[src/rtl/core/tccr_pkg.sv]
package tccr_pkg;

  localparam int unsigned RGB_W = 24;
  localparam int unsigned DFLT_W = 9;

  // operation codes
  localparam logic OP_RESOLVE = 1'b0;
  localparam logic OP_WRITE = 1'b1;

  // configuration register indexes
  localparam logic [1:0] CFG_DEFAULT_FG = 2'd0;
  localparam logic [1:0] CFG_DEFAULT_BG = 2'd1;
  localparam logic [1:0] CFG_BLINK_HIDE = 2'd2;

  // cell held between the lookup stage and the resolve stage
  typedef struct packed {
    logic             fg_true;
    logic [RGB_W-1:0] fg_rgb;
    logic             fg_black;
    logic             bg_true;
    logic [RGB_W-1:0] bg_rgb;
    logic             bg_black;
    logic             faint;
    logic             swap;
    logic             hide;
  } tccr_cell_t;

  // the sixteen named colors
  function automatic logic [RGB_W-1:0] tccr_named(input logic [3:0] idx);
    logic [RGB_W-1:0] c;
    case (idx)
      4'd0:    c = 24'h000000;
      4'd1:    c = 24'hcd0000;
      4'd2:    c = 24'h00cd00;
      4'd3:    c = 24'hcdcd00;
      4'd4:    c = 24'h0000ee;
      4'd5:    c = 24'hc000c0;
      4'd6:    c = 24'h00cdcd;
      4'd7:    c = 24'he5e5e5;
      4'd8:    c = 24'h7f7f7f;
      4'd9:    c = 24'hff0000;
      4'd10:   c = 24'h00ff00;
      4'd11:   c = 24'hffff00;
      4'd12:   c = 24'h5c5cff;
      4'd13:   c = 24'hff00ff;
      4'd14:   c = 24'h00ffff;
      default: c = 24'hffffff;
    endcase
    return c;
  endfunction

  // entries past the 256-color set
  function automatic logic [RGB_W-1:0] tccr_special(input logic [2:0] idx);
    logic [RGB_W-1:0] c;
    case (idx)
      3'd0:    c = 24'hcccccc;
      3'd2:    c = 24'h555555;
      3'd3:    c = 24'hcccccc;
      3'd5:    c = 24'hcccccc;
      default: c = 24'h000000;
    endcase
    return c;
  endfunction

  // one channel level of the color cube
  function automatic logic [7:0] tccr_cube_level(input logic [2:0] x);
    logic [7:0] v;
    case (x)
      3'd0:    v = 8'd0;
      3'd1:    v = 8'd95;
      3'd2:    v = 8'd135;
      3'd3:    v = 8'd175;
      3'd4:    v = 8'd215;
      default: v = 8'd255;
    endcase
    return v;
  endfunction

endpackage

[src/rtl/core/tccr_init.sv]
module tccr_init #(
  parameter int unsigned ENTRIES = 262
) (
  input  logic                        clk,
  input  logic                        rst_n,
  output logic                        busy,
  output logic [$clog2(ENTRIES)-1:0]  waddr,
  output logic [tccr_pkg::RGB_W-1:0]  wdata
);

  import tccr_pkg::*;

  localparam int unsigned CW = $clog2(ENTRIES + 1);

  logic          busy_r, busy_nxt;
  logic [CW-1:0] idx_r, idx_nxt;
  logic [2:0]    cr_r, cr_nxt, cg_r, cg_nxt, cb_r, cb_nxt;
  logic [7:0]    gray_r, gray_nxt;
  logic          in_cube, in_gray;

  assign in_cube = (idx_r >= CW'(16)) && (idx_r < CW'(232));
  assign in_gray = (idx_r >= CW'(232)) && (idx_r < CW'(256));

  // sweep one entry per cycle, cube digits and gray level follow the index
  always_comb begin
    busy_nxt = busy_r;
    idx_nxt  = idx_r;
    cr_nxt   = cr_r;
    cg_nxt   = cg_r;
    cb_nxt   = cb_r;
    gray_nxt = gray_r;
    if (busy_r) begin
      idx_nxt = idx_r + CW'(1);
      if (idx_r == CW'(ENTRIES - 1)) begin
        busy_nxt = 1'b0;
      end
      if (in_cube) begin
        if (cb_r == 3'd5) begin
          cb_nxt = 3'd0;
          if (cg_r == 3'd5) begin
            cg_nxt = 3'd0;
            cr_nxt = cr_r + 3'd1;
          end else begin
            cg_nxt = cg_r + 3'd1;
          end
        end else begin
          cb_nxt = cb_r + 3'd1;
        end
      end
      if (in_gray) begin
        gray_nxt = gray_r + 8'd10;
      end
    end
  end

  always_ff @(posedge clk) begin
    if (!rst_n) begin
      busy_r <= 1'b1;
      idx_r  <= '0;
      cr_r   <= '0;
      cg_r   <= '0;
      cb_r   <= '0;
      gray_r <= 8'd8;
    end else begin
      busy_r <= busy_nxt;
      idx_r  <= idx_nxt;
      cr_r   <= cr_nxt;
      cg_r   <= cg_nxt;
      cb_r   <= cb_nxt;
      gray_r <= gray_nxt;
    end
  end

  // reset color of the current entry
  always_comb begin
    if (idx_r < CW'(16)) begin
      wdata = tccr_named(idx_r[3:0]);
    end else if (in_cube) begin
      wdata = {tccr_cube_level(cr_r), tccr_cube_level(cg_r), tccr_cube_level(cb_r)};
    end else if (in_gray) begin
      wdata = {gray_r, gray_r, gray_r};
    end else if (idx_r < CW'(262)) begin
      wdata = tccr_special(idx_r[2:0]);
    end else begin
      wdata = '0;
    end
  end

  assign busy  = busy_r;
  assign waddr = idx_r[$clog2(ENTRIES)-1:0];

endmodule

[config.mk]
export PLATFORM = sky130hd
export DESIGN_NAME = tccr_init
export DESIGN_NICKNAME = d
export VERILOG_FILES = /design/src/rtl/core/tccr_pkg.sv /design/src/rtl/core/tccr_init.sv
export SDC_FILE = /design/constraint.sdc
export NUM_CORES = 1
export LEC_CHECK = 0
export BUFFER_PORTS_ARGS = -buffer_cell sky130_fd_sc_hd__buf_2
export CAP_MARGIN = 20
export CORE_ASPECT_RATIO = 2
export CORE_MARGIN = 3
export CORE_UTILIZATION = 40
export DETAILED_ROUTE_END_ITERATION = 6
export RECOVER_POWER = 25
export SLEW_MARGIN = 25
export SYNTH_ARGS = -nofsm -noshare
export SYNTH_HDL_FRONTEND = slang
export SYNTH_SLANG_ARGS = --single-unit
[constraint.sdc]
create_clock -name clk -period 5.2 [get_ports clk]
set_clock_uncertainty 0.2 [all_clocks]
set_input_delay 1.04 -clock clk [delete_from_list [all_inputs] [get_ports clk]]
set_output_delay 1.04 -clock clk [all_outputs]
set_load 0.05 [all_outputs]
; After elaboration in Yosys (flattened, before gate mapping)
; Memories as Yosys holds them, arrays and structs flattened. A register that Yosys moved wholly into a read port is not among the register bits.
; Index checks and enable logic that the tools add are counted.
[word_totals]
ff_bits = 27
input_bits = 2
output_inout_bits = 34
mem_count = 1
rom_bits = 384
[classes]
eq_ne = 18
mux = 14
reduce_logical = 11
n_addsub = 5
n_lt_le_gt_ge = 6
[mem_list]
columns = memory, depth, width, read_ports, rd_ports_with_merged_regs, write_ports, line
row1 = (name not given), 16, 24, 1, 1, 0, tccr_pkg.sv:31  ; case (idx)
[ops]
columns = op, count
row1 = $pmux W8 S5, 3
row2 = $mux W24, 4
row3 = $pmux W24 S2, 1
row4 = $eq A3 B2 Y1 const B, 8
row5 = $eq A3 B3 Y1 const B, 6
row6 = $lt A9 B9 Y1 const B, 2
row7 = $logic_not A3 Y1, 4
row8 = $add A3 B1 Y3 const B, 3
row9 = $add A9 B1 Y9 const B, 1
row10 = $eq A3 B1 Y1 const B, 3
row11 = $eq A9 B9 Y1 const B, 1
row12 = $ge A9 B5 Y1 const B, 1
row13 = $ge A9 B8 Y1 const B, 1
row14 = $lt A9 B5 Y1 const B, 1
row15 = $lt A9 B8 Y1 const B, 1
row16 = $add A8 B4 Y8 const B, 1
row17 = $mux W4, 2
row18 = $mux W3, 2
row19 = $reduce_and A2 Y1, 2
row20 = $reduce_and A4 Y1, 1
row21 = $reduce_and A3 Y1, 1
row22 = $reduce_or A3 Y1, 1
row23 = $logic_and A1 B1 Y1, 2
row24 = $mux W1, 2

; Longest topological paths before layout
[logic_depth]
depth_word = 7
depth_mapped = 9
mapped_depth_nobuf = 9

; Least setup slack after synthesis
; Ideal clock, no wire load.
[synth_timing]
path_type = reg2out
start = register idx_r[3] (netlist: waddr[3])
end = output port wdata[15] (netlist name)
slack_ns = 0.775
arrival_ns = 3.185
required_ns = 3.960
stages_incl_launch_ff = 6
path_buffers = 2
path_cell_list = dfxtp_1 buf_4 o2111ai_2 buf_2 nand2_1 o311ai_0
[synth_via]
elab_chain_cells = 5
elab_cells_between_ends = 12
[synth_lines]
columns = item, line
row1 = start: declaration, tccr_init.sv:16  ; logic [CW-1:0] idx_r, idx_nxt;
row2 = start signal: assignment, tccr_init.sv:66  ; idx_r <= idx_nxt;
row3 = $lt A9 B9 Y1 (tied with other cells), tccr_init.sv:82  ; end else if (idx_r < CW'(262)) begin
row4 = $mux W24 or $logic_and A1 B1 Y1 (tied branches), "tccr_init.sv:82, tccr_init.sv:22"
row5 = $mux W24, tccr_init.sv:80  ; end else if (in_gray) begin
row6 = $mux W24, tccr_init.sv:78  ; end else if (in_cube) begin
row7 = $mux W24 *, tccr_init.sv:76  ; if (idx_r < CW'(16)) begin
row8 = end: declaration, tccr_init.sv:8  ; output logic [tccr_pkg::RGB_W-1:0] wdata
; Mark *: on every way between the ends. The rest lies on a longest branch, timed or not.

; Final worst setup path
[layout_timing]
start = register idx_r[6] (netlist: waddr[6])
end = output port wdata[2] (netlist name)
; The elaborated chain is that of the path after synthesis.

==> results.md <==
* Post-cts sizing count at 0
* Total nets after synthesis at 362
* Most numerous cell in the Yosys netlist: sky130_fd_sc_hd__dfxtp_1
* Headroom to the max-slew limit at 0.149
* Total core area at 6730 sq um
* Total internal power at 597 uW
* Worst hold path cell count at 2
* Commonest register cell after synthesis: sky130_fd_sc_hd__dfxtp_1
* Final #Nets at 384
* Biggest area consumer among synthesized cells: sky130_fd_sc_hd__dfxtp_1
* DRC marker count from the first detailed-route iteration at 206
* # Post-CTS Setup Buffers at 0
* Die footprint at 8160 sq um
* Count of H-tree levels built during CTS at 2
* Average cell area after synthesis at 8.23 sq um
* Final count of pins violating max slew at 0
* Result of the run: completed
* Number of synthesized flops with an enable pin at 0
* Synth-to-layout area growth at 11.1%
* Critical-path cell list: o2111ai_1 > o32ai_1 > o311ai_1 > a31oi_1 > buf_2
* Largest net degree at the start of global routing at 28
* Power per cell area at 270 nW/um^2
* Synth Warn # at 0
* Die Y at 125 um
* Die Wd at 65.4 um
* Endpoint required time on the critical path at 3960 ps
* Routed length per instance at 17.3 um
* Overall Power at 847 uW
* Reported net switching power at 250 uW
* Shortest period the worst path allows at 4210 ps
* Last weighted congestion value of the routability-driven placer at 0.839
* CP startpoint kind: register
* Aggregate global-route resource usage at 0.200
* Site row count at 42
* Hold Crit Endpoint: gray_r[7]
* Via count at 2539
* Setup-violating endpoint count in the final report at 0
* Cell family with the largest share of critical-path delay: compound AO/OA/AOI/OAI gates
* Setup slack of the worst register-to-register path at 2360 ps
* CP max FO at 16
* Global-route wire length before repair at 12500 um
* Arrival time of data at the critical path endpoint at 2970 ps
* Clock tree from TritonCTS: done
* Area share of the largest cell type after synthesis at 0.348
* Final core utilization at 0.466
* Worst-case clock buffer depth at 2
* Count of TritonRoute iterations in the first routing pass at 4
* Leading post-synthesis cells by cell area: sky130_fd_sc_hd__dfxtp_1 35%, sky130_fd_sc_hd__ha_1 7.5%, sky130_fd_sc_hd__nor2_1 5.3%
* Count of hold buffers inserted by post-cts repair at 0
* Worst path setup slack after routing at 986 ps
* Post-Syn Instances at 343
* Number of violations of the max-capacitance limit at 0
* Via density at 5.59
* Skew-Pair Late Insertion Delay at 300 ps
* Worst Max-Slew Pin Slew at 1280 ps
* Asr flop ratio synth at 0
* Global route overflow at 0
* CP endpoint kind: primary output
* Number of routed nets with antenna violations at 0
* Total routed wirelength at 7850 um
* Worst setup path class: reg -> out
* Critical path buffers and inverters at 1
* Gate power share at 0.147
* Number of antenna violations at the first check in global routing at 0
* Total leakage power at 0.00133 uW
* Crit share post-route at 0.810
* Number of top-level pins at 36
* Fraction of final layout cells with drive strength greater than 1 at 0.126
* Effective utilization at floorplan at 0.419
* Max incr delay on CP at 690 ps
* #FFs+latches synth at 49
* DP Wirelength at 6010 um
* Final-report hold violation count at 0
* Post-synth top cells: 49 x sky130_fd_sc_hd__dfxtp_1, 40 x sky130_fd_sc_hd__nor2_1, 31 x sky130_fd_sc_hd__nand2_1
* Port Buffer Count at 35
* Number of distinct library cells after synthesis at 58
* Crit Reg-Reg Startpoint: waddr[1]
* Worst IR drop on VDD at 0.000171 V
* Post-placement worst setup slack at 1520 ps
* Unrepaired setup endpoints after global routing: false
* Hold wc startpoint: gray_r[7]
* Number of diodes at 0
* Area of the mapped netlist at 2820 sq um
* Number of buffers created by CTS at 5
* Setup TNS at 0 ps
* Clk Tree Root Cell: sky130_fd_sc_hd__clkbuf_16
* Clk network pwr share at 0.387
* Switching Fraction at 0.295
* Highest Clock Rate at 237 MHz
* Clock Pin Slew Worst Setup and Hold Paths at 70 ps
* Length in cells of the worst reg-to-reg path at 6
* Sequential area share after synthesis at 0.348
* Post-route DRC violation count at 0
* Vias in the first global route at 2529
* Class of the tightest hold or removal check: reg -> reg
* Cell type of the slowest stage on the worst timing path: sky130_fd_sc_hd__o32ai_1
* Number of sinks driven by the clock tree at 49
* Relative contribution of sequential cells to total power at 0.465
-- per-stage QoR --
stage / instance area, sq um / instances / hold slack (ps)
final: 3140 / 454 / 291
after global routing: 3140 / 454 / 336
after CTS: 3160 / 454 / 297
after detailed placement: 3010 / 446 / 285
after global placement: 3010 / 446 / 280
after floorplan: 2820 / 343 / 252
-- power by group through the flow --
stage | clock network [uW] | registers (uW) | logic, uW
final | 328 | 394 | 125
after detailed placement | 0 | 403 | 125
after floorplan | 0 | 406 | 89.6
after global placement | 0 | 403 | 124
after CTS | 335 | 394 | 126
after global routing | 348 | 395 | 134
-- final cells by class --
cell class	instances	area (sq um)
fillers	736	3590
multi-input cells	251	1640
flip-flops and latches	49	981
repair buffers	35	173
clock buffers	5	125
well taps	88	110
inverters	23	86.3
clock inverters	3	21.3
-- cells by family after synthesis --
kind of cell    share of synthesized area
mux                                0.0395
simple gates                        0.231
compound gates                      0.200
flops                               0.348
xor+xnor                           0.0404
fa+ha+maj                          0.0789
buf+inv                            0.0634
-- worst min-delay path, stage by stage, from the launching register on --
cell	delay, ps
sky130_fd_sc_hd__dfxtp_1	330
sky130_fd_sc_hd__o31ai_1	60
sky130_fd_sc_hd__a21oi_1	50
-- how the worst max path moves through the flow --
stage,start,endpoint,slack [ps],depth (start not counted)
after floorplan,waddr[3],wdata[15],780,5
after global placement,waddr[8],wdata[4],1550,5
after detailed placement,waddr[8],wdata[4],1520,5
after CTS,waddr[8],wdata[4],1180,5
after global routing,waddr[4],wdata[15],760,5
final,waddr[6],wdata[2],990,5
-- routing by layer --
| layer | GRT usage | wire, um | share of wire |
|---|---|---|---|
| met5 | 0 | 0 | 0 |
| met1 | 0.204 | 2890 | 0.37 |
| met3 | 0.0352 | 331 | 0.042 |
| met2 | 0.364 | 4230 | 0.54 |
| met4 | 0.115 | 391 | 0.050 |
-- layout by cell type (no fill, tap or decap), drive strengths merged, types with 2 or more instances in the layout --
cell type | Yosys | layout
nor4 | 4 | 4
o211ai | 3 | 3
nand2b | 2 | 2
mux2i | 10 | 10
buf | 7 | 33
o21ai | 18 | 18
xor2 | 6 | 6
ha | 17 | 17
nor3 | 8 | 8
a21o | 2 | 2
clkbuf | 13 | 7
or3b | 2 | 2
a21boi | 2 | 2
or4 | 3 | 3
inv | 22 | 23
o31ai | 6 | 6
or3 | 3 | 3
a22oi | 4 | 4
nand2 | 31 | 31
a311o | 2 | 2
clkinv | 1 | 2
and3 | 2 | 2
nor4b | 4 | 4
xnor2 | 7 | 7
a21oi | 22 | 22
nand4 | 6 | 6
o311ai | 5 | 5
and2 | 5 | 5
nor2b | 3 | 3
o32ai | 3 | 3
nand3 | 5 | 5
a31oi | 12 | 12
dfxtp | 49 | 49
nor2 | 40 | 40
Power figures use the tool's default switching activity.
