$ cat src/rtl/core/tccr_pkg.sv
package tccr_pkg;

  localparam int unsigned RGB_W = 24;
  localparam int unsigned DFLT_W = 9;

  // operation codes
  localparam logic OP_RESOLVE = 1'b0;
  localparam logic OP_WRITE = 1'b1;

  // configuration register indexes
  localparam logic [1:0] CFG_DEFAULT_FG = 2'd0;
  localparam logic [1:0] CFG_DEFAULT_BG = 2'd1;
  localparam logic [1:0] CFG_BLINK_HIDE = 2'd2;

  // cell held between the lookup stage and the resolve stage
  typedef struct packed {
    logic             fg_true;
    logic [RGB_W-1:0] fg_rgb;
    logic             fg_black;
    logic             bg_true;
    logic [RGB_W-1:0] bg_rgb;
    logic             bg_black;
    logic             faint;
    logic             swap;
    logic             hide;
  } tccr_cell_t;

  // the sixteen named colors
  function automatic logic [RGB_W-1:0] tccr_named(input logic [3:0] idx);
    logic [RGB_W-1:0] c;
    case (idx)
      4'd0:    c = 24'h000000;
      4'd1:    c = 24'hcd0000;
      4'd2:    c = 24'h00cd00;
      4'd3:    c = 24'hcdcd00;
      4'd4:    c = 24'h0000ee;
      4'd5:    c = 24'hc000c0;
      4'd6:    c = 24'h00cdcd;
      4'd7:    c = 24'he5e5e5;
      4'd8:    c = 24'h7f7f7f;
      4'd9:    c = 24'hff0000;
      4'd10:   c = 24'h00ff00;
      4'd11:   c = 24'hffff00;
      4'd12:   c = 24'h5c5cff;
      4'd13:   c = 24'hff00ff;
      4'd14:   c = 24'h00ffff;
      default: c = 24'hffffff;
    endcase
    return c;
  endfunction

  // entries past the 256-color set
  function automatic logic [RGB_W-1:0] tccr_special(input logic [2:0] idx);
    logic [RGB_W-1:0] c;
    case (idx)
      3'd0:    c = 24'hcccccc;
      3'd2:    c = 24'h555555;
      3'd3:    c = 24'hcccccc;
      3'd5:    c = 24'hcccccc;
      default: c = 24'h000000;
    endcase
    return c;
  endfunction

  // one channel level of the color cube
  function automatic logic [7:0] tccr_cube_level(input logic [2:0] x);
    logic [7:0] v;
    case (x)
      3'd0:    v = 8'd0;
      3'd1:    v = 8'd95;
      3'd2:    v = 8'd135;
      3'd3:    v = 8'd175;
      3'd4:    v = 8'd215;
      default: v = 8'd255;
    endcase
    return v;
  endfunction

endpackage

$ cat src/rtl/core/tccr_resolve.sv
module tccr_resolve (
  input  logic                       clk,
  input  logic                       rst_n,
  input  logic                       cell_valid,
  input  tccr_pkg::tccr_cell_t       cell_in,
  input  logic [tccr_pkg::RGB_W-1:0] rd_fg,
  input  logic [tccr_pkg::RGB_W-1:0] rd_bg,
  output logic                       take,
  output logic                       out_valid,
  input  logic                       out_stall,
  output logic [7:0]                 out_fg_red,
  output logic [7:0]                 out_fg_green,
  output logic [7:0]                 out_fg_blue,
  output logic [7:0]                 out_bg_red,
  output logic [7:0]                 out_bg_green,
  output logic [7:0]                 out_bg_blue
);

  import tccr_pkg::*;

  logic             out_valid_r, out_valid_nxt;
  logic [RGB_W-1:0] fg_r, bg_r;
  logic [RGB_W-1:0] fg_base, bg_base, fg_dim, fg_sw, bg_sw, fg_fin;

  // pick palette read or direct rgb
  always_comb begin
    if (cell_in.fg_true) begin
      fg_base = cell_in.fg_rgb;
    end else if (cell_in.fg_black) begin
      fg_base = '0;
    end else begin
      fg_base = rd_fg;
    end
    if (cell_in.bg_true) begin
      bg_base = cell_in.bg_rgb;
    end else if (cell_in.bg_black) begin
      bg_base = '0;
    end else begin
      bg_base = rd_bg;
    end
  end

  // faint, reverse swap, then hide
  always_comb begin
    fg_dim = cell_in.faint ? ((fg_base >> 1) & 24'h7f7f7f) : fg_base;
    fg_sw  = cell_in.swap ? bg_base : fg_dim;
    bg_sw  = cell_in.swap ? fg_dim : bg_base;
    fg_fin = cell_in.hide ? bg_sw : fg_sw;
  end

  assign take = !out_valid_r || !out_stall;

  always_comb begin
    out_valid_nxt = take ? cell_valid : out_valid_r;
  end

  always_ff @(posedge clk) begin
    if (!rst_n) begin
      out_valid_r <= 1'b0;
    end else begin
      out_valid_r <= out_valid_nxt;
    end
  end

  // result register
  always_ff @(posedge clk) begin
    if (take && cell_valid) begin
      fg_r <= fg_fin;
      bg_r <= bg_sw;
    end
  end

  assign out_valid    = out_valid_r;
  assign out_fg_red   = fg_r[23:16];
  assign out_fg_green = fg_r[15:8];
  assign out_fg_blue  = fg_r[7:0];
  assign out_bg_red   = bg_r[23:16];
  assign out_bg_green = bg_r[15:8];
  assign out_bg_blue  = bg_r[7:0];

endmodule

$ cat config.mk
export PLATFORM = sky130hd
export DESIGN_NAME = tccr_resolve
export DESIGN_NICKNAME = d
export VERILOG_FILES = /design/src/rtl/core/tccr_pkg.sv /design/src/rtl/core/tccr_resolve.sv
export SDC_FILE = /design/constraint.sdc
export NUM_CORES = 1
export LEC_CHECK = 0
export BUFFER_PORTS_ARGS = -buffer_cell sky130_fd_sc_hd__buf_2
export CAP_MARGIN = 20
export CORE_MARGIN = 2
export CORE_UTILIZATION = 45
export CTS_BUF_LIST = sky130_fd_sc_hd__clkbuf_2
export DETAILED_ROUTE_END_ITERATION = 10
export GPL_TIMING_DRIVEN = 0
export PLACE_DENSITY = 0.77
export SETUP_SLACK_MARGIN = 0.2
export SLEW_MARGIN = 20
export SYNTH_ARGS = -nofsm -noshare
export SYNTH_HDL_FRONTEND = slang
export SYNTH_SLANG_ARGS = --single-unit
$ cat constraint.sdc
create_clock -name clk -period 2.1 [get_ports clk]
set_input_delay 0.21 -clock clk [delete_from_list [all_inputs] [get_ports clk]]
set_output_delay 0.21 -clock clk [all_outputs]
set_load 0.1 [all_outputs]
Word-level counts from Yosys, hierarchy flattened --
Cells that the tools add are included.
Storage, ports and cells: flip-flop bits (word level) 49, bits of input ports 107
Cells by class: reduce and logical (&&, ||, !) cells 4, muxes and demuxes 8
Operator list (count):
- two-way mux 24 bit | 8
- zero test 1 bit | 2
- logical AND 1 bit | 1
- logical OR 1 bit | 1

Logic depth before layout (Yosys ltp) --
Gate-level depths: netlist of the first run.
word-level depth 5, depth in mapped cells 5

Worst setup path before layout of the first run --
OpenSTA, ideal clock, no wires.
path kind register -> register, start register out_valid_r, in the netlist out_valid, end register bg_r[0] (enable), stages on the path, launching flop included 3, arrival 2.754 ns, path slack -1.130 ns, library setup time 0.476 ns, cell sequence dfxtp_1 nand2_1 and2_1
On the way: word-level cells in the longest chain between the ends 3
RTL lines:
- start: declaration | line tccr_resolve.sv:21 | logic out_valid_r, out_valid_nxt;
- start signal: assignment | line tccr_resolve.sv:61 | out_valid_r <= out_valid_nxt;
- zero test 1 bit | line tccr_resolve.sv:51 | assign take = !out_valid_r || !out_stall;
- logical OR 1 bit | line tccr_resolve.sv:51
- named net take | line tccr_resolve.sv:8 | output logic take,
- logical AND 1 bit | line tccr_resolve.sv:67 | if (take && cell_valid) begin
- end signal: assignment | line tccr_resolve.sv:69 | bg_r <= bg_sw;
- end: declaration | line tccr_resolve.sv:22 | logic [RGB_W-1:0] fg_r, bg_r;
The timed path passes the listed nets, and every way through them passes these cells. A chain may end at the register's enable or synchronous reset.

Worst setup path in the final report of the first run --
start register out_valid_r, in the netlist out_valid, end output port take
On the way: word-level cells in the longest chain between the ends 2
RTL lines (line):
- zero test 1 bit | tccr_resolve.sv:51
- logical OR 1 bit | tccr_resolve.sv:51
- end: declaration | tccr_resolve.sv:8
Every way passes these cells.

==> impl_metrics.csv, run 1 <==
group,metric,value,unit
outcome,outcome,"completed",
sta,finalHoldViolCount,0,
cts,root_buffer,"clkbuf_2",
grt,grt_pass1_vias,2717,
sta,fmax,681,MHz
synthesis,yosysWarnings,0,
cts,clkLatencyLatePin,0.41,ns
route,wl_per_cell,18.4,um
synthesis,synth.area.mux_share,0.164,
synthesis,synth-compound-area-share,0.187,
synthesis,synth_top_family_by_area,"compound AO/OA/AOI/OAI gates",
sta,setup_viol_count_final,0,
worst_setup_path,cp_slowest_stage_delay,0.41,ns
grt,globalRouteOverflowTotal,0,
grt,grt_usage,0.237,
synthesis,yosysUniqueCellTypes,23,
synthesis,synth-simple-area-share,0.0967,
synthesis,ys.flop_type,"edfxtp_1",
finish,nets,501,
finish,multi_input_area,1350,um2
cts,postCtsResizedCells,0,
grt,grt_use_met1,0.292,
synthesis,synth-xor-area-share,0.00941,
die,coreArea,6310,um2
grt,grt_use_met2,0.416,
grt,antenna_found_initial,0,
sta,setup_tns,0,ns
finish,fill_cells,571,
pwr,power.density,721,nW/um2
grt,use_met3,0.0580,
sta,rsz0062_at_grt,"no",
die,ios,157,
die,die_area,7160,um2
synthesis,synth_top_area_cell,"edfxtp_1",
job,drv_cap,0,
worst_setup_path,required,1.89,ns
sta,fin_skew,0.0152,ns
cts,cts_sinks,49,
grt,grt_busiest_layer,"met2",
worst_setup_path,startpoint,"out_valid$_SDFFE_PN0P_",
sta,post-route-period-util,0.699,
synthesis,syn-mean-instance-area,12.5,um2
worst_hold_path,hold_class,"in2reg",
sta,tightest_slew,0.642,ns
worst_setup_path,critPathCaptureType,"primary output",
route,vias_per_cell,5.75,
route,drc,0,
placement,hpwl,6560,um
sta,max-slew-margin-rel,0.572,
route,vias,2709,
pwr,leakage,1.76,nW
worst_hold_path,hold_path_startpoint,"cell_valid",
worst_setup_path,crit-reg2reg-launch,"out_valid$_SDFFE_PN0P_",
synthesis,synthAdderAreaFrac,0,
placement,gp_congestion,0.787,
finish,drive_gt1_frac,0.457,
sta,finalCriticalPeriod,1.47,ns
worst_setup_path,path_buf_inv,1,
worst_setup_path,arrival,1.26,ns
die,die_width,84.6,um
synthesis,synth-seq-area-share,0.500,
cts,cts_tree,"yes",
placement,placed_cell_area,3800,um2
finish,instances_no_fill,471,
worst_setup_path,path_cells,"nand2_4, buf_2",
synthesis,synthArstFlopShare,0,
finish,area_growth,31.4,%
cts,cts_buffers,5,
route,ant_nets,0,
die,start_util,0.463,
finish,seqCellArea,1460,um2
worst_setup_path,cp_slowest_cell,"buf_2",
finish,design_area,3840,um2
synthesis,synth-seq-cells,49,
finish,most-common-layout-cells,"165 x buf_2, 48 x mux2i_1, 48 x edfxtp_1",
synthesis,synth_nets,340,
route,detailedRoute.firstPassIterationCount,5,
sta,drv_slew,0,
finish,antennaDiodeCount,0,
worst_setup_path,criticalPathCategory,"reg2out",
worst_setup_path,cp_top_family,"buffers and inverters",
die,rows,29,
grt,grt_max_degree,49,
synthesis,synth_area,2920,um2
cts,clockBufferDepth,2,
placement,place_inst,463,
cts,htree_levels,2,
pwr,max-vdd-ir-drop,0.000450,V
synthesis,netlist_top_cells_area,"edfxtp_1 49%, mux2i_1 16%, or3b_1 6.6%",
route,routed_wl,8670,um
synthesis,syn_inst,233,
placement,portBuffers,153,
synthesis,netlist.area_leader.share,0.493,
worst_setup_path,critPathMaxFanout,3,
worst_setup_path,start_kind,"flop",
grt,grt_first_pass_wirelength,13400,um
synthesis,synth-edff-count,48,
cts,cts.clk_slew.worst_paths,0.21,ns
die,chipHeight,84.6,um
route,drt_iter0_drc,124,
finish,final_common_cell,"buf_2",
[flip-flops by register name (all words and copies together) (netlist names)]
| signal | cells |
|---|---|
| bg_r | 24 |
| fg_r | 24 |
| out_valid | 1 |
[logic make-up (layout without fill, tap and decap cells)]
logic type | after synthesis | in the layout
flip-flops | 49 | 49
buffers and inverters | 23 | 184
multiplexers | 48 | 48
AND/OR/NAND/NOR | 41 | 41
XOR/XNOR | 1 | 1
AO/OA/AOI/OAI | 71 | 71
[layout make-up]
type                       instances  area share
buffer                            22      0.0313
multi-input combinational        161       0.351
inverter                           1    0.000977
tap                               77      0.0251
clock buffer                       6     0.00782
sequential                        49       0.381
clock inverter                     1    0.000977
timing repair buffer             154       0.202
[report_power, final]
part / internal (W) / total (W) / switching, W
clock network: 0.0000776 / 0.000360 / 0.000282
registers: 0.00119 / 0.00121 / 0.0000221
logic: 0.000285 / 0.00119 / 0.000910
[synth_stat cells (2+ instances only)]
cell type and instances:
buf_6 3, a21o_1 3, nor3b_1 3, nand2_1 12
mux2i_1 48, or3b_1 22, clkbuf_1 7, edfxtp_1 48
a21boi_1 8, and2_1 2, a21oi_1 14, a32o_1 19
buf_2 12, a22oi_1 23
[layer usage]
metal	part of all wire	wire length, um
met5	0	0
met3	0.077	665
met4	0.013	112
met2	0.52	4480
met1	0.39	3420
[path summary, 6_finish.rpt]
check	end	slack, ns	depth (start not counted)
worst max register to register	bg_r[11]$_DFFE_PP_	0.75	2
worst min register to register	out_valid$_SDFFE_PN0P_	0.57	2
worst min-delay path	out_valid$_SDFFE_PN0P_	0.05	3
worst max-delay path	take	0.63	2
[tightest hold or removal path, cell delays in order]
cell     delay (ns)
buf_2          0.09
a21oi_1        0.04
nor2b_1        0.09
[stage by stage]
stage          total power, W  setup WS, ns  hold WS, ns  utilization
6_report              0.00277         0.632       0.0469        0.608
5_1_grt               0.00288         0.548       0.0241        0.608
4_1_cts               0.00278         0.610       0.0254        0.608
3_5_place_dp          0.00243         0.546        0.444        0.601
3_3_place_gp          0.00241         0.571        0.420        0.601
2_1_floorplan         0.00217         0.391        0.338            -
[what timing repair did]
item                      4_1_cts  5_1_grt
hold buffers                    1        0
setup buffers                   0        0
hold endpoints to repair        1        0
(Power assumes the default switching activity.)
==> run 2, diff against run 1 <==
clock period = 1.4 ns   (was 2.1 ns; I/O delays follow)
==> run 2 against run 1 <==
Effect of this change: core utilization up 6.0 points; sequential power up 53%; non-clock buffer count unchanged; critical endpoint unchanged; highest routed layer unchanged; largest cell class unchanged; hold slack worse by 0.033 ns; routed wire length up 3.7%.
==> impl_metrics.csv, run 2 (same netlist as run 1, synthesis figures left out) <==
group,metric,value,unit
outcome,outcome,"completed",
grt,antenna_found_initial,0,
die,die_area,7160,um2
placement,place_inst,463,
finish,area_growth,44.4,%
cts,clockBufferDepth,2,
finish,fill_cells,548,
route,vias,2729,
finish,seqCellArea,1470,um2
pwr,leakage,1.88,nW
finish,final_common_cell,"buf_2",
sta,finalCriticalPeriod,1.26,ns
worst_setup_path,required,1.26,ns
finish,multi_input_area,1370,um2
sta,drv_slew,0,
placement,placed_cell_area,3810,um2
cts,post_cts_buffers,0,
die,start_util,0.463,
pwr,max-vdd-ir-drop,0.000663,V
finish,design_area,4220,um2
placement,hpwl,6390,um
worst_hold_path,holdPathEnd,"out_valid$_SDFFE_PN0P_",
finish,nets,502,
worst_setup_path,start_kind,"flop",
finish,instances_no_fill,473,
die,ios,157,
worst_hold_path,worstHoldPathCells,3,
worst_setup_path,arrival,1.12,ns
die,die_width,84.6,um
pwr,cell_internal_pwr,0.00269,W
worst_setup_path,critPathMaxFanout,3,
worst_setup_path,path_buf_inv,1,
worst_setup_path,r2r_end,"fg_r[0]$_DFFE_PP_",
placement,portBuffers,153,
worst_setup_path,crit-reg2reg-launch,"out_valid$_SDFFE_PN0P_",
pwr,power,0.00457,W
pwr,comb_power_share,0.430,
route,wl_per_cell,19.0,um
cts,htree_levels,2,
route,routed_wl,9000,um
pwr,power_frac_seq,0.406,
sta,finalHoldViolCount,0,
route,ant_nets,0,
pwr,clockPowerShare,0.165,
die,rows,29,
route,detailedRoute.firstPassIterationCount,4,
cts,cts.clk_slew.worst_paths,0.23,ns
worst_setup_path,r2r_cells,2,
placement,gp_congestion,0.813,
die,coreArea,6310,um2
grt,grt_max_degree,25,
sta,max-slew-margin-rel,0.644,
sta,post-route-period-util,0.897,
worst_setup_path,critPathCaptureType,"primary output",
worst_setup_path,cp_slowest_stage_delay,0.45,ns
grt,globalRouteOverflowTotal,0,
grt,grt_usage,0.251,
worst_hold_path,hold_path_startpoint,"cell_valid",
pwr,swShare,0.412,
cts,root_buffer,"clkbuf_2",
grt,grt_pass1_vias,2835,
worst_setup_path,criticalPathCategory,"reg2out",
sta,fin_skew,0.00857,ns
sta,fmax,797,MHz
cts,cts_sinks,49,
die,chipHeight,84.6,um
sta,rsz0062_at_grt,"yes",
worst_setup_path,r2r_setup_slack,0.21,ns
route,drt_iter0_drc,171,
job,drv_cap,0,
finish,antennaDiodeCount,0,
worst_hold_path,hold_class,"in2reg",
sta,setup_tns,0,ns
pwr,p_switching,0.00188,W
cts,clkLatencyLatePin,0.42,ns
cts,cts_buffers,5,
grt,grt_first_pass_wirelength,14200,um
sta,setup_viol_count_final,0,
route,vias_per_cell,5.77,
sta,tightest_slew,0.534,ns
finish,drive_gt1_frac,0.460,
pwr,power.density,1080,nW/um2
finish,most-common-layout-cells,"115 x buf_2, 51 x buf_6, 48 x mux2i_1, 48 x edfxtp_1, 23 x a22oi_1",
cts,cts_tree,"yes",
route,drc,0,
worst_setup_path,path_cells,"nand2_8, buf_12",
worst_setup_path,cp_slowest_cell,"dfxtp_4",
worst_setup_path,cp_top_family,"flip-flops",
## run 2: cell types whose count changed in the layout (fill, tap and decap cells not counted), sizes merged
cell / change
and2: +1
bufinv: +1
## run 2: metrics by stage
step / utilization / worst slack (ns) / hold slack [ns]
2_1_floorplan: - / -0.104 / 0.267
3_3_place_gp: 0.603 / -0.0724 / 0.350
3_5_place_dp: 0.603 / -0.0871 / 0.374
4_1_cts: 0.667 / 0.0482 / 0.00322
5_1_grt: 0.669 / 0.0923 / 0.00149
6_report: 0.669 / 0.145 / 0.0142
## run 2: worst max-delay path by stage
stage,endpoint,startpoint,slack [ns],depth (start not counted)
final,take,out_valid$_SDFFE_PN0P_,0.14,2
after global routing,take,out_valid$_SDFFE_PN0P_,0.09,2
after CTS,take,out_valid$_SDFFE_PN0P_,0.05,2
after detailed placement,bg_r[13]$_DFFE_PP_,cell_in[2],-0.09,5
after global placement,bg_r[13]$_DFFE_PP_,cell_in[2],-0.07,5
after floorplan,bg_r[0]$_DFFE_PP_,out_valid$_SDFFE_PN0P_,-0.10,2
## run 2: power groups by stage
stage / clock network [W] / logic (W) / registers, W
2_1_floorplan: 0 / 0.000463 / 0.00280
3_3_place_gp: 0 / 0.00177 / 0.00185
3_5_place_dp: 0 / 0.00178 / 0.00185
4_1_cts: 0.000765 / 0.00196 / 0.00186
5_1_grt: 0.000808 / 0.00205 / 0.00187
6_report: 0.000752 / 0.00196 / 0.00185
## run 2: cell type report
class / instances / share of cell area
buffer: 22 / 0.0285
clock buffer: 6 / 0.00711
clock inverter: 2 / 0.00800
inverter: 1 / 0.000889
multi-input combinational: 162 / 0.324
sequential: 49 / 0.347
tap: 77 / 0.0228
timing repair buffer: 154 / 0.262
## run 2: worst min-delay path, delay by kind of cell
kind | cells | cell delay, ns
compound gates | 1 | 0.05
buf+inv | 1 | 0.13
simple gates | 1 | 0.09
## run 2: layer usage
layer  vias up  global-route usage  routed length (um)
li1       1273                   -                   -
met1      1291               0.311                3580
met2       151               0.442                4490
met3        14              0.0560                 752
met4         0              0.0678                 177
met5         -                   0                   0
## run 2: what timing repair did
action | in CTS | in global routing
resized for setup | 102 | 3
endpoints found under the setup margin | 98 | 87
hold endpoints to repair | 1 | 0
hold buffers | 1 | 0
pin swaps | 0 | 1
cloned | 1 | 0
==> run 3, diff against run 2 <==
CORE_UTILIZATION = 47   (was 45)
PLACE_DENSITY = 0.8   (was 0.77)
==> run 3 against run 2 <==
Effect of this change: register-to-register slack gained 0.02 ns; cell area shrank 0.50%; cell count shrank 0.63%; hold slack gained 0.041 ns; sequential cell count is the same; clock power shrank 26%; via count grew 0.11%; first-iteration DRC count shrank 2.9%; total power shrank 4.0%; core utilization grew 3.7 points.
==> impl_metrics.csv, run 3 (same netlist as run 1, synthesis figures left out) <==
group,metric,value,unit
outcome,outcome,"completed",
route,detailedRoute.firstPassIterationCount,4,
cts,clkLatencyLatePin,0.43,ns
sta,tightest_slew,0.549,ns
die,rows,28,
finish,nets,502,
cts,cts.clk_slew.worst_paths,0.21,ns
worst_setup_path,path_buf_inv,1,
placement,place_inst,461,
cts,root_buffer,"clkbuf_2",
placement,portBuffers,153,
worst_setup_path,criticalPathCategory,"reg2out",
sta,post-route-period-util,0.889,
finish,area_growth,43.6,%
grt,grt_pass1_vias,2850,
job,drv_cap,0,
route,ant_nets,0,
die,ios,157,
die,die_area,6870,um2
route,drc,0,
sta,fin_ws,0.155,ns
route,vias,2732,
finish,final_core_util,0.705,
die,start_util,0.491,
worst_setup_path,r2r_setup_slack,0.23,ns
grt,grt_first_pass_wirelength,14200,um
finish,instances_no_fill,470,
cts,cts_tree,"yes",
grt,antenna_found_initial,0,
sta,finalCriticalPeriod,1.25,ns
finish,design_area,4200,um2
cts,htree_levels,2,
pwr,max-vdd-ir-drop,0.000623,V
grt,globalRouteOverflowTotal,0,
cts,clockBufferDepth,2,
worst_setup_path,required,1.26,ns
worst_hold_path,hold_class,"in2reg",
grt,grt_max_degree,25,
placement,pre_cts_ws,-0.147,ns
cts,cts_sinks,49,
route,drt_iter0_drc,166,
finish,drive_gt1_frac,0.458,
worst_setup_path,cp_slowest_cell,"dfxtp_4",
route,vias_per_cell,5.81,
die,die_width,82.9,um
route,routed_wl,9100,um
finish,antennaDiodeCount,0,
grt,grt_usage,0.261,
sta,whs,0.0547,ns
finish,most-common-layout-cells,"115 x buf_2, 48 x mux2i_1, 48 x buf_6, 48 x edfxtp_1, 23 x a22oi_1",
worst_setup_path,critPathMaxFanout,3,
die,chipHeight,82.9,um
placement,placed_cell_area,3810,um2
sta,drv_slew,0,
sta,finalHoldViolCount,0,
cts,post_cts_buffers,0,
worst_setup_path,cp_slowest_stage_delay,0.45,ns
sta,max-slew-margin-rel,0.634,
finish,final_common_cell,"buf_2",
pwr,power.density,1040,nW/um2
sta,fin_skew,0.0197,ns
pwr,leakage,1.87,nW
placement,gp_congestion,0.799,
worst_setup_path,start_kind,"flop",
worst_setup_path,path_cells,"nand2_8, buf_12",
cts,cts_buffers,5,
worst_setup_path,arrival,1.11,ns
die,coreArea,5960,um2
worst_setup_path,cp_top_family,"flip-flops",
sta,setup_viol_count_final,0,
placement,hpwl,6390,um
worst_setup_path,critPathCaptureType,"primary output",
sta,rsz0062_at_grt,"yes",
route,wl_per_cell,19.4,um
sta,fmax,803,MHz
## run 3: report_power, final
group	internal [W]	switching, W	leakage, nW
Clock	0.000116	0.000438	0.0265
Sequential	0.00179	0.0000667	0.482
Combinational	0.000599	0.00138	1.36
## run 3: tightest hold or removal path, stage by stage
cell and delay, ns:
buf_2 0.14, a21oi_1 0.06, nor2b_1 0.11
## run 3: routing by layer
layer  part of all wire  vias up  track usage
met1               0.37     1326        0.301
li1                   -     1262            -
met5                  0        -            0
met2               0.53      133        0.481
met4              0.015        0       0.0715
met3              0.080       11       0.0596
## run 3: cell type report
class	count	area, um2
Buffer	22	120
Clock buffer	6	30.0
Clock inverter	1	3.75
Fill cell	444	1760
Inverter	1	3.75
Multi-Input combinational cell	162	1370
Sequential cell	49	1470
Tap cell	75	93.8
Timing Repair Buffer	154	1120
## run 3: worst paths after layout
| path | depth (start not counted) | to | startpoint |
|---|---|---|---|
| worst min-delay path | 3 | out_valid$_SDFFE_PN0P_ | cell_valid |
| worst max-delay path | 2 | take | out_valid$_SDFFE_PN0P_ |
| worst min register to register | 2 | out_valid$_SDFFE_PN0P_ | out_valid$_SDFFE_PN0P_ |
| worst max register to register | 2 | bg_r[6]$_DFFE_PP_ | out_valid$_SDFFE_PN0P_ |
## run 3: per-stage QoR
stage	power, W	setup TNS [ns]
6_report	0.00439	0
5_1_grt	0.00454	0
4_1_cts	0.00438	0
3_5_place_dp	0.00364	-2.12
3_3_place_gp	0.00361	-0.941
2_1_floorplan	0.00326	-4.99
## run 3: repair_timing
item	4_1_cts	5_1_grt
resized for setup	102	6
setup endpoints to repair	98	63
endpoints found under the hold margin	1	0
hold buffers	1	0
gates cloned	1	0
pin swaps	0	0
